**src/rtl/evad_pkg.sv**
```systemverilog
// Shared constants and types for the energy VAD endpoint detector.
package evad_pkg;

  localparam int ENERGY_W          = 31;
  localparam int SAMPLE_W          = 16;
  localparam int CHUNK_INDEX_W     = 32;
  localparam int COUNT8_W          = 8;
  localparam int CFG_INDEX_W       = 2;
  localparam int CFG_DATA_W        = 31;
  localparam int CHUNK_SAMPLES_DEF = 640;

  localparam logic [ENERGY_W-1:0] THRESHOLD_RESET     = 31'd200000;
  localparam logic [COUNT8_W-1:0] MIN_CHUNKS_RESET    = 8'd38;
  localparam logic [COUNT8_W-1:0] SILENCE_LIMIT_RESET = 8'd25;

  typedef enum logic [CFG_INDEX_W-1:0] {
    REG_THRESHOLD     = 2'd0,
    REG_MIN_CHUNKS    = 2'd1,
    REG_SILENCE_LIMIT = 2'd2
  } cfg_reg_t;

  typedef enum logic [1:0] {
    STOP_NONE = 2'd0,
    STOP_TAP  = 2'd1,
    STOP_AUTO = 2'd2
  } stop_cause_t;

endpackage

```
**src/rtl/energy_vad_endpoint_detector_unit.sv**
```systemverilog
// Top level of the energy VAD endpoint detector: sequencer, accumulator and result register.
//
//   channel   direction  handshake              payload
//   in        input      in_valid / in_ready    kind, sample, chunk_end
//   out       output     out_valid / out_ready  chunk_index, energy, silent,
//                                               final_marker, stop_cause
//   cfg       input      cfg_we (no wait)       cfg_index, cfg_data
//
// A sample is accepted, squared and accumulated. A sample that closes a chunk
// then passes through the one-bit-per-cycle divider (launch, 31 steps, done
// flag) and the result load; an automatic end adds the end-of-turn load.
// A tap that ends a turn also passes through the end-of-turn load.
// Reset restores the register defaults and clears all counters.
// A result waits in the output register while the next item is taken; the
// sequencer stalls only when it must load a result into a still-full register.
module energy_vad_endpoint_detector_unit
  import evad_pkg::*;
#(
  parameter int CHUNK_SAMPLES = CHUNK_SAMPLES_DEF
) (
  input  logic                       clk,
  input  logic                       rst,
  input  logic                       in_valid,
  output logic                       in_ready,
  input  logic                       kind,
  input  logic signed [SAMPLE_W-1:0] sample,
  input  logic                       chunk_end,
  output logic                       out_valid,
  input  logic                       out_ready,
  output logic [CHUNK_INDEX_W-1:0]   chunk_index,
  output logic [ENERGY_W-1:0]        energy,
  output logic                       silent,
  output logic                       final_marker,
  output logic [1:0]                 stop_cause,
  input  logic                       cfg_we,
  input  logic [CFG_INDEX_W-1:0]     cfg_index,
  input  logic [CFG_DATA_W-1:0]      cfg_data
);

  localparam int CNT_W = $clog2(CHUNK_SAMPLES + 1);
  localparam int SUM_W = ENERGY_W + CNT_W;

  typedef enum logic [2:0] {
    ST_IDLE,
    ST_SQUARE,
    ST_ACCUM,
    ST_DIV_GO,
    ST_DIV_WAIT,
    ST_CHUNK,
    ST_FINAL
  } state_t;

  state_t state;

  logic [ENERGY_W-1:0]      energy_threshold;
  logic [COUNT8_W-1:0]      min_chunks;
  logic [COUNT8_W-1:0]      silence_limit;

  logic                     listening;
  logic [SUM_W-1:0]         square_sum;
  logic [CNT_W-1:0]         samples_in_chunk;
  logic [COUNT8_W-1:0]      chunks_seen;
  logic [COUNT8_W-1:0]      silent_run;
  logic [CHUNK_INDEX_W-1:0] next_chunk_index;
  stop_cause_t              end_cause;

  logic signed [SAMPLE_W-1:0] sample_r;
  logic                     chunk_end_r;
  logic [ENERGY_W-1:0]      square;
  logic signed [2*SAMPLE_W-1:0] square_full;

  logic                     div_start;
  logic                     div_done;
  logic [ENERGY_W-1:0]      quotient;

  logic                     slot_free;
  logic                     load_out;
  logic [CNT_W-1:0]         cnt_inc;
  logic                     chunk_close;
  logic                     chunk_silent;
  logic [COUNT8_W-1:0]      chunks_seen_next;
  logic [COUNT8_W-1:0]      run_inc;
  logic [COUNT8_W-1:0]      silent_run_next;
  logic                     counting;
  logic                     auto_end;

  always_ff @(posedge clk) begin
    if (rst) begin
      energy_threshold <= THRESHOLD_RESET;
      min_chunks       <= MIN_CHUNKS_RESET;
      silence_limit    <= SILENCE_LIMIT_RESET;
    end else if (cfg_we) begin
      unique case (cfg_index)
        REG_THRESHOLD:     energy_threshold <= cfg_data[ENERGY_W-1:0];
        REG_MIN_CHUNKS:    min_chunks       <= cfg_data[COUNT8_W-1:0];
        REG_SILENCE_LIMIT: silence_limit    <= cfg_data[COUNT8_W-1:0];
        default: ;
      endcase
    end
  end

  always_comb begin
    slot_free        = !out_valid || out_ready;
    load_out         = slot_free && ((state == ST_CHUNK) || (state == ST_FINAL));
    in_ready         = (state == ST_IDLE);
    div_start        = (state == ST_DIV_GO);
    square_full      = sample_r * sample_r;
    cnt_inc          = samples_in_chunk + 1'b1;
    chunk_close      = chunk_end_r || (cnt_inc == CNT_W'(CHUNK_SAMPLES));
    chunk_silent     = (quotient < energy_threshold);
    chunks_seen_next = (chunks_seen == '1) ? chunks_seen : chunks_seen + 1'b1;
    run_inc          = (silent_run == '1) ? silent_run : silent_run + 1'b1;
    counting         = (chunks_seen_next >= min_chunks);
    if (!counting) begin
      silent_run_next = silent_run;
    end else if (chunk_silent) begin
      silent_run_next = run_inc;
    end else begin
      silent_run_next = '0;
    end
    auto_end = counting && chunk_silent && (run_inc >= silence_limit);
  end

  evad_divider #(
    .CNT_W(CNT_W)
  ) u_divider (
    .clk      (clk),
    .rst      (rst),
    .start    (div_start),
    .dividend (square_sum),
    .divisor  (samples_in_chunk),
    .done     (div_done),
    .quotient (quotient)
  );

  always_ff @(posedge clk) begin
    if (rst) begin
      state            <= ST_IDLE;
      listening        <= 1'b0;
      square_sum       <= '0;
      samples_in_chunk <= '0;
      chunks_seen      <= '0;
      silent_run       <= '0;
      next_chunk_index <= '0;
      end_cause        <= STOP_NONE;
      out_valid        <= 1'b0;
    end else begin
      if (load_out) begin
        out_valid <= 1'b1;
      end else if (out_ready) begin
        out_valid <= 1'b0;
      end
      unique case (state)
        ST_IDLE: begin
          if (in_valid) begin
            if (kind) begin
              if (!listening) begin
                listening        <= 1'b1;
                square_sum       <= '0;
                samples_in_chunk <= '0;
                chunks_seen      <= '0;
                silent_run       <= '0;
                next_chunk_index <= '0;
              end else begin
                end_cause <= STOP_TAP;
                state     <= ST_FINAL;
              end
            end else if (listening) begin
              sample_r    <= sample;
              chunk_end_r <= chunk_end;
              state       <= ST_SQUARE;
            end
          end
        end
        ST_SQUARE: begin
          // The square of a 16-bit value is at most 2^30, so 31 bits hold it.
          square <= square_full[ENERGY_W-1:0];
          state  <= ST_ACCUM;
        end
        ST_ACCUM: begin
          square_sum       <= square_sum + {{(SUM_W-ENERGY_W){1'b0}}, square};
          samples_in_chunk <= cnt_inc;
          state            <= chunk_close ? ST_DIV_GO : ST_IDLE;
        end
        ST_DIV_GO: begin
          state <= ST_DIV_WAIT;
        end
        ST_DIV_WAIT: begin
          if (div_done) begin
            state <= ST_CHUNK;
          end
        end
        ST_CHUNK: begin
          if (slot_free) begin
            chunk_index      <= next_chunk_index;
            energy           <= quotient;
            silent           <= chunk_silent;
            final_marker     <= 1'b0;
            stop_cause       <= STOP_NONE;
            next_chunk_index <= next_chunk_index + 1'b1;
            square_sum       <= '0;
            samples_in_chunk <= '0;
            chunks_seen      <= chunks_seen_next;
            silent_run       <= silent_run_next;
            if (auto_end) begin
              end_cause <= STOP_AUTO;
              state     <= ST_FINAL;
            end else begin
              state <= ST_IDLE;
            end
          end
        end
        ST_FINAL: begin
          if (slot_free) begin
            chunk_index      <= next_chunk_index;
            energy           <= '0;
            silent           <= 1'b0;
            final_marker     <= 1'b1;
            stop_cause       <= end_cause;
            next_chunk_index <= next_chunk_index + 1'b1;
            listening        <= 1'b0;
            square_sum       <= '0;
            samples_in_chunk <= '0;
            state            <= ST_IDLE;
          end
        end
        default: state <= ST_IDLE;
      endcase
    end
  end

endmodule

```
**src/rtl/evad_divider.sv**
```systemverilog
// Restoring divider, one quotient bit per cycle, for the chunk mean-square energy.
module evad_divider
  import evad_pkg::*;
#(
  parameter int CNT_W = $clog2(CHUNK_SAMPLES_DEF + 1)
) (
  input  logic                      clk,
  input  logic                      rst,
  input  logic                      start,
  input  logic [ENERGY_W+CNT_W-1:0] dividend,
  input  logic [CNT_W-1:0]          divisor,
  output logic                      done,
  output logic [ENERGY_W-1:0]       quotient
);

  localparam int STEP_W = $clog2(ENERGY_W);

  logic              busy;
  logic [STEP_W-1:0] step;
  logic [CNT_W-1:0]  rem;
  logic [CNT_W-1:0]  dvs;
  logic [ENERGY_W-1:0] quo;
  logic [CNT_W:0]    trial;
  logic [CNT_W:0]    diff;
  logic              ge;

  // The quotient is known to fit in ENERGY_W bits, so the upper dividend bits
  // are already smaller than the divisor and load straight into the remainder.
  always_comb begin
    trial = {rem, quo[ENERGY_W-1]};
    diff  = trial - {1'b0, dvs};
    ge    = (trial >= {1'b0, dvs});
  end

  always_ff @(posedge clk) begin
    if (rst) begin
      busy <= 1'b0;
      done <= 1'b0;
      step <= '0;
    end else begin
      done <= 1'b0;
      if (start) begin
        busy <= 1'b1;
        step <= '0;
        rem  <= dividend[ENERGY_W+CNT_W-1:ENERGY_W];
        quo  <= dividend[ENERGY_W-1:0];
        dvs  <= divisor;
      end else if (busy) begin
        rem  <= ge ? diff[CNT_W-1:0] : trial[CNT_W-1:0];
        quo  <= {quo[ENERGY_W-2:0], ge};
        step <= step + 1'b1;
        if (step == STEP_W'(ENERGY_W - 1)) begin
          busy <= 1'b0;
          done <= 1'b1;
        end
      end
    end
  end

  assign quotient = quo;

endmodule

```
**config.mk**
```make
export PLATFORM = sky130hd
export DESIGN_NAME = energy_vad_endpoint_detector_unit
export DESIGN_NICKNAME = d
export VERILOG_FILES = /design/src/rtl/evad_pkg.sv /design/src/rtl/energy_vad_endpoint_detector_unit.sv /design/src/rtl/evad_divider.sv
export SDC_FILE = /design/constraint.sdc
export NUM_CORES = 1
export LEC_CHECK = 0
export BUFFER_PORTS_ARGS = -buffer_cell sky130_fd_sc_hd__buf_2
export CORE_MARGIN = 10
export CORE_UTILIZATION = 40
export CTS_BUF_LIST = sky130_fd_sc_hd__clkbuf_2
export DETAILED_ROUTE_END_ITERATION = 6
export SLEW_MARGIN = 20
export SYNTH_ARGS = -nofsm -noshare
export SYNTH_HDL_FRONTEND = slang
export SYNTH_SLANG_ARGS = --single-unit
```
**constraint.sdc**
```tcl
create_clock -name clk -period 7.5 [get_ports clk]
set_clock_uncertainty 0.15 [all_clocks]
set_input_delay 0.375 -clock clk [delete_from_list [all_inputs] [get_ports clk]]
set_output_delay 0.375 -clock clk [all_outputs]
set_load 0.02 [all_outputs]
```
# After elaboration in Yosys (flattened, before gate mapping)
# Cells that the tools add are included.
# word_totals
register_bits	326
word_cells	165
out_inout_bits	69
# classes
addsub	7
mul	1
n_eq_ne	22
reduce_logical	35
n_bitwise	3
mux	67
order_cmp	4
# op_table
cell	n
41-bit 2-to-1 mux	4
32-bit 2-to-1 mux	4
31-bit 2-to-1 mux	4
41-bit case mux with 3 select lines	1
8-bit 2-to-1 mux	9
10-bit 2-to-1 mux	7
32-bit case mux with 2 select lines	1
31-bit case mux with 2 select lines	1
41-bit by 31-bit adder with 41-bit output	1
32-bit by 1-bit adder with 32-bit output, second input constant	1
8-bit case mux with 2 select lines	2
31-bit less-than comparator	1
16-bit by 16-bit multiplier with 31-bit output	1
10-bit case mux with 3 select lines	1
5-bit AND reduction	5
3-bit 2-to-1 mux	8
3-bit case mux with 7 select lines	1
8-bit by 1-bit adder with 8-bit output, second input constant	2
8-bit == test, second input constant	2
8-bit >= comparator	2
2-bit 2-to-1 mux	8
2-bit inequality test, second input constant	6
2-bit AND reduction	6
6-bit AND reduction	2
27 further kinds	59

# Depth between registers and ports, before layout
# Gate-level depths: netlist of the first run.
# depth
word_depth	8
mapped_depth	25

# Cells and area by module
# Synthesis of the first run repeated with hierarchy kept, for this count alone.
# unflattened
hier_cells	2524
hier_area_um2	24606.1
# modules_own_cells
module	cells_per_inst	area_per_inst_um2	instances	seq_area_each_um2
energy_vad_endpoint_detector_unit	2301	21715.8	1	6486.2
evad_divider	223	2890.3	1	1671.6

# Worst setup path before layout of the first run
# No wires, ideal clock.
# synth_path
path_type	flip-flop to flip-flop
start	register sample_r[15]
end	register square[29] (data pin)
path_buffers	1
slack_ps	1062
setup_time_ps	258
stages_incl_launch_ff	21
t_arrival_ps	6031
synth_period_minus_slack_ps	6438
cell_sequence	edfxtp_1 clkinv_1 buf_1 nor2_1 fa_1 inv_1 fa_1 inv_1 fa_1 fa_1 fa_1 inv_1 fa_1 inv_1 ha_1 o41ai_1 o21ai_0 a211oi_1 o31ai_1 a21oi_1 xnor2_1
# synth_between
elab_chain_cells	1
# synth_lines
element	line_no	text
start: declaration	energy_vad_endpoint_detector_unit.sv:67	logic signed [SAMPLE_W-1:0] sample_r;
start signal: assignment	energy_vad_endpoint_detector_unit.sv:169	sample_r <= sample;
16-bit by 16-bit multiplier with 31-bit output	energy_vad_endpoint_detector_unit.sv:107	square_full = sample_r * sample_r;
net square_full[29]	energy_vad_endpoint_detector_unit.sv:70	logic signed [2*SAMPLE_W-1:0] square_full;
end signal: assignment	energy_vad_endpoint_detector_unit.sv:177	square <= square_full[ENERGY_W-1:0];
end: declaration	energy_vad_endpoint_detector_unit.sv:69	logic [ENERGY_W-1:0] square;
# The timed path passes the listed nets, and every way through them passes these cells.
# A chain may end at the register's enable or synchronous reset.

# Worst setup path in the final report of the first run
# layout_path
start	register sample_r[14]
end	register square[28] (data pin)
# Same word-level chain as after synthesis.

==> flow_summary.ini, run 1 <==
[detailed_routing]
drt_pass1_iterations = 7
ant_nets = 0
drt-vias-per-instance = 4.97
wirelength_um = 58000
drt_first_iter_violations = 1041
drc_errors = 0
wl_per_cell_um = 15.9
vias = 18162

[final_layout]
drive_above_1_share_pct = 12.6
syn2layout_area_growth_pct = 15.9
num-fill-cells = 5678
utilization_pct = 46.8
final_cell_area_um2 = 28300
final_nets = 3264
layout.cells.non_filler = 3656

[clock_network]
cts_resized = 0
numCtsBuffers = 87
clock_latency_ps = 1080
clkTransAtPathRegs_ps = 110
cts_tree = done
clock_path_buffers = 3
cts_root_buf = clkbuf_2
h-tree-depth = 3
cts_sinks = 325

[synth]
synth.ff_latch_count = 325
yosysSeqAreaShare_pct = 33.4
synth_top_area_share_pct = 20.3
syn_area_per_cell_um2 = 9.78
netlist_instances = 2499
synth_edf_count = 165
syn_nets = 2963
synth-main-ff-cell = edfxtp_1
synth.distinct_cells = 83
synth_area_leaders = edfxtp_1 20%, fa_1 19%, dfxtp_1 13%
syn-cell-area_um2 = 24400
ys_warn_count = 0
synth_area_leader_cell = edfxtp_1
async_flop_share_pct = 0

[sta]
slew_viol_final = 0
finalHoldViolations = 0
setup_viol = 0
whs_ps = 184
finalCriticalPeriod_ps = 7000
max_clock_freq_ghz = 0.143
rsz0062_at_grt = no
fin_setup_tns_ps = 0
final.period_utilization_pct = 93.3
worst_pin_slew_ps = 957
timing.final.ws_setup_ps = 502
relSlewSlack_pct = 36.0

[pwr]
powerDensity_nw_per_um2 = 176
p_leak_nw = 12.6
total_power_mw = 4.98
swShare_pct = 34.1
power.internal_mw = 3.28
power_switching_mw = 1.70
p_seq_share_pct = 39.9
comb_power_share_pct = 32.9
pwr-share-clk_pct = 27.2
peakVddDrop_mv = 0.103

[global_routing]
grt_usage_pct = 16.6
grt_max_degree = 59
antenna_found_initial = 3
grt_pass1_wl_um = 97400
grt_overflow = 0
grt_pass1_vias = 19119

[setup_path]
crit_type = register to register
crit_top_cell = fa_1
end_kind = register
start_kind = register
crit_path_max_fanout = 19
critical_path_cell_count = 20
critPathTopFamily = adder cells
setup.worst_path.start = sample_r[14]$_DFFE_PP_
crit_path_max_incr_delay_ps = 860
worst-endpoint-arrival_ps = 7550
r2r_end = square[28]$_DFFE_PP_
crit_path_cell_trace = and2_1 -> inv_1 -> fa_1 -> inv_1 -> fa_1 -> fa_1 -> fa_1 -> fa_1 -> inv_1 -> fa_1 -> inv_1 -> ha_1 -> a21oi_1 -> o21ai_0 -> a2111oi_0 -> a21oi_1 -> a41oi_1 -> o21ai_0 -> nor2_1 -> xnor2_1
crit_buf_inv = 4
r2r_cells = 20
crit_slowest_cell = edfxtp_1
r2r_slack_ps = 500
critPathRequiredTime_ps = 8050
reg2reg_from = sample_r[14]$_DFFE_PP_
cp-endpoint = square[28]$_DFFE_PP_

[floorplan]
start_util_pct = 40.4
die_h_um = 267
io-pin-count = 125
core_area_um2 = 60500
die_w_um = 267
dieArea_um2 = 71400
fp-row-count = 90

[run_status]
outcome = finished clean

[placement]
place_area_um2 = 25900
gp_congestion = 0.886
pre_cts_ws_ps = 596
portBuffers = 124
hpwlAfterDp_um = 44200
dp_cells = 3341

[job]
max_cap_violations = 0

[min_path]
holdCritPathClass = primary input to register
[state kept, by name, summed over array words and instances (netlist names), 16 cells and up]
signal / count
chunk_index: 32
energy: 31
energy_threshold: 31
next_chunk_index: 32
sample_r: 16
square: 30
square_sum: 41
u_divider.quotient: 31
[synth_stat cells (11+ instances only)]
library cell,instances
a211oi_1,12
a21o_1,39
a21oi_1,126
a22o_1,11
a22oi_1,28
and2_1,77
and3_1,19
clkbuf_1,67
dfxtp_1,160
edfxtp_1,165
fa_1,231
ha_1,177
inv_1,417
mux2_2,36
mux2i_1,19
nand2_1,199
nand2b_1,19
nand3_1,42
nand4_1,23
nor2_1,210
nor2b_1,14
nor3_1,23
o21a_1,13
o21ai_0,67
o21bai_1,11
or3_1,20
xnor2_1,77
xor2_1,42
[timing repair]
action / CTS / global route
buffers inserted: 0 / 0
hold buffers: 151 / 0
endpoints found under the hold margin: 116 / 0
[worst min-delay path by stage]
| stage | from | to | slack, ps | cells past startpoint |
|---|---|---|---|---|
| after CTS | cfg_index[0] | energy_threshold[25]$_SDFFE_PP0P_ | 4 | 4 |
| after global placement | next_chunk_index[31]$_SDFFE_PP0P_ | chunk_index[31]$_DFFE_PP_ | 290 | 0 |
| after global routing | out_ready | out_valid$_SDFFE_PP0P_ | 170 | 4 |
| final | cfg_index[0] | energy_threshold[25]$_SDFFE_PP0P_ | 180 | 4 |
| after floorplan | samples_in_chunk[6]$_SDFFE_PP0P_ | u_divider.dvs[6]$_DFFE_PP_ | 260 | 0 |
| after detailed placement | energy_threshold[29]$_SDFFE_PP0P_ | energy_threshold[29]$_SDFFE_PP0P_ | 300 | 2 |
[final cells by class]
type | instances | area, µm² | share of cell area (%)
Tap cell | 782 | 978 | 3.46
Sequential cell | 325 | 8160 | 28.8
Inverter | 420 | 1580 | 5.57
Multi-Input combinational cell | 1670 | 14400 | 50.9
Timing Repair Buffer | 296 | 2310 | 8.17
Antenna cell | 3 | 7.51 | 0.0265
Clock inverter | 24 | 190 | 0.672
Clock buffer | 136 | 681 | 2.40
[power by group through the flow]
stage	registers, mW	clock network (mW)	logic (mW)
5_1_grt	1.99	1.51	1.89
6_report	1.99	1.35	1.64
4_1_cts	1.99	1.41	1.66
2_1_floorplan	2.02	0	1.27
3_5_place_dp	2.03	0	1.59
3_3_place_gp	2.03	0	1.56
[worst min-delay path: cells and delay by family]
family / cells / cell delay, ps
simple gates: 2 / 640
compound gates: 1 / 130
buf+inv: 1 / 120
[routing by layer]
layer / up-vias / wire [µm] / GRT usage, % / part of all wire (%)
li1: 8925 / - / - / -
met1: 8752 / 27100 / 21.8 / 47
met2: 391 / 27200 / 27.7 / 47
met3: 92 / 2720 / 3.14 / 4.7
met4: 2 / 1010 / 3.99 / 1.7
met5: - / 13 / 0 / 0.022
[kinds of logic after synthesis]
kind of cell / after synthesis / share of synthesized area (%)
AO/OA/AOI/OAI: 392 / 10.5
XOR/XNOR: 119 / 4.26
adder cells (fa/ha/maj): 408 / 28.0
buffers and inverters: 504 / 7.83
flip-flops: 325 / 33.4
multiplexers: 55 / 2.44
AND/OR/NAND/NOR: 696 / 13.6
[cells in the final DEF (no fill, tap or decap), types with 123 or more instances in the layout]
cell and count:
edfxtp_1 165, inv_1 417, dfxtp_1 160, a21oi_1 126, clkbuf_2 136, buf_2 123
dlygate4sd3_1 151, ha_1 177, nand2_1 199, fa_1 231, nor2_1 208
Power figures use the tool's default switching activity.
==> inputs of run 2 (changes only) <==
--- a/config.mk
+++ b/config.mk
@@ -5,11 +5,11 @@
 export SDC_FILE = /design/constraint.sdc
 export NUM_CORES = 1
 export LEC_CHECK = 0
-export BUFFER_PORTS_ARGS = -buffer_cell sky130_fd_sc_hd__buf_2
 export CORE_MARGIN = 10
 export CORE_UTILIZATION = 40
 export CTS_BUF_LIST = sky130_fd_sc_hd__clkbuf_2
 export DETAILED_ROUTE_END_ITERATION = 6
+export DONT_BUFFER_PORTS = 1
 export SLEW_MARGIN = 20
 export SYNTH_ARGS = -nofsm -noshare
 export SYNTH_HDL_FRONTEND = slang
==> run 2 against run 1 <==
Register-to-register slack gained 110 ps. Final area shrank 2.7%. Final cell count shrank 3.6%. Maximum frequency grew 1.6%. Sequential power is essentially flat. Worst hold slack lost 18 ps. Via count shrank 1.6%. Sequential cell count is the same. Power shrank 0.62%. Core utilization shrank 1.3 points. Sequential share of layout area grew 0.81 points. Routed wire length is essentially flat. Largest cell class unchanged. Highest routed layer is now met4.
==> flow_summary.ini, run 2 (same netlist as run 1, synthesis figures left out) <==
[min_path]
hold_end = listening$_SDFFE_PP0P_
holdCritPathClass = primary input to register
min_from = kind
hold_depth = 3

[placement]
pre_cts_ws_ps = 668
place_area_um2 = 25300
dp_cells = 3218
portBuffers = 0
hpwlAfterDp_um = 43700
gp_congestion = 0.887

[run_status]
outcome = finished clean

[setup_path]
critPathRequiredTime_ps = 8140
crit_path_max_incr_delay_ps = 830
r2r_cells = 19
reg2reg_from = sample_r[5]$_DFFE_PP_
crit_path_max_fanout = 18
crit_type = register to register
start_kind = register
crit_slowest_cell = edfxtp_1
crit_path_cell_trace = nand2_1 -> fa_1 -> inv_1 -> fa_1 -> fa_1 -> fa_1 -> fa_1 -> inv_1 -> fa_1 -> inv_1 -> ha_1 -> a21oi_1 -> o21ai_0 -> a2111oi_0 -> a21oi_1 -> a41oi_1 -> o21ai_0 -> o22ai_1 -> xnor2_1
r2r_end = square[30]$_DFFE_PP_
end_kind = register
worst-endpoint-arrival_ps = 7530
r2r_slack_ps = 610
crit_top_cell = fa_1

[detailed_routing]
wirelength_um = 58000
drt-vias-per-instance = 5.07
drt_first_iter_violations = 1299
wl_per_cell_um = 16.5
ant_nets = 0
drc_errors = 0
drt_pass1_iterations = 5
vias = 17877

[floorplan]
core_area_um2 = 60500
io-pin-count = 125
die_w_um = 267
fp-row-count = 90
die_h_um = 267
dieArea_um2 = 71400
start_util_pct = 40.4

[final_layout]
drive_above_1_share_pct = 8.84
reg.largest.list = square_sum (41), chunk_index (32), next_chunk_index (32)
most-common-layout-cells = 417 x inv_1, 231 x fa_1, 208 x nor2_1, 199 x nand2_1, 177 x ha_1
num-fill-cells = 5705
final_nets = 3127
final_cell_area_um2 = 27500
top_register = square_sum
largest_reg_flops = 41
syn2layout_area_growth_pct = 12.7
utilization_pct = 45.5
layout.cells.non_filler = 3524
layout_commonest_cell = inv_1

[global_routing]
grt_pass1_vias = 18356
grt_usage_pct = 16.3
grt_pass1_wl_um = 94800
antenna_found_initial = 4
grt_overflow = 0
grt_max_degree = 116

[clock_network]
post-cts-setup-buffers = 0
clock_path_buffers = 3
cts_hold_repair.buffers = 136
clock_latency_ps = 1080
cts_tree = done
cts_root_buf = clkbuf_2
h-tree-depth = 3
cts_sinks = 325
numCtsBuffers = 88
clkTransAtPathRegs_ps = 90
cts_resized = 0

[sta]
whs_ps = 166
timing.final.ws_setup_ps = 609
relSlewSlack_pct = 35.9
finalHoldViolations = 0
worst_pin_slew_ps = 958
finalCriticalPeriod_ps = 6890
max_clock_freq_ghz = 0.145
fin_setup_tns_ps = 0
slew_viol_final = 0
rsz0062_at_grt = no
final.period_utilization_pct = 91.9
setup_viol = 0

[pwr]
powerDensity_nw_per_um2 = 180
total_power_mw = 4.95
peakVddDrop_mv = 0.108
p_leak_nw = 12.1

[job]
max_cap_violations = 0
-- run 2: final cells by class --
type	count	area (µm²)	share of cell area, %
repair buffers	158	1560	5.65
clock buffers	132	661	2.40
well taps	782	978	3.55
flip-flops and latches	325	8160	29.6
clock inverters	34	191	0.695
diodes	3	7.51	0.0273
inverters	420	1580	5.72
multi-input cells	1670	14400	52.3
-- run 2: routing by layer --
metal	vias up	track usage [%]	wire [µm]
met1	8656	21.2	26700
met2	488	26.8	26700
met4	0	5.27	1400
met5	-	0	0
li1	8635	-	-
met3	98	3.21	3210
-- run 2: critical path, delay by kind of cell (launching register included) --
| family | cells | cell delay (ps) |
|---|---|---|
| xor+xnor | 1 | 90 |
| compound gates | 7 | 1600 |
| flops | 1 | 830 |
| simple gates | 1 | 240 |
| fa+ha+maj | 7 | 3560 |
| buf+inv | 3 | 140 |
-- run 2: where the power goes --
| part | leakage [nW] | internal [mW] | total (mW) | switching, mW |
|---|---|---|---|---|
| registers | 2.78 | 1.96 | 1.99 | 0.0285 |
| clock network | 0.644 | 0.520 | 1.33 | 0.807 |
| logic | 8.62 | 0.717 | 1.63 | 0.916 |
| total | 12.1 | 3.20 | 4.95 | 1.75 |
-- run 2: worst max path at each step --
stage	end	slack, ps	cells after the start	start
floorplan	square[29]$_DFFE_PP_	1060	20	sample_r[15]$_DFFE_PP_
finish	square[30]$_DFFE_PP_	610	19	sample_r[5]$_DFFE_PP_
global placement	square[30]$_DFFE_PP_	760	19	sample_r[5]$_DFFE_PP_
CTS	square[30]$_DFFE_PP_	630	19	sample_r[5]$_DFFE_PP_
detailed placement	square[30]$_DFFE_PP_	670	19	sample_r[5]$_DFFE_PP_
global route	square[29]$_DFFE_PP_	180	19	sample_r[15]$_DFFE_PP_
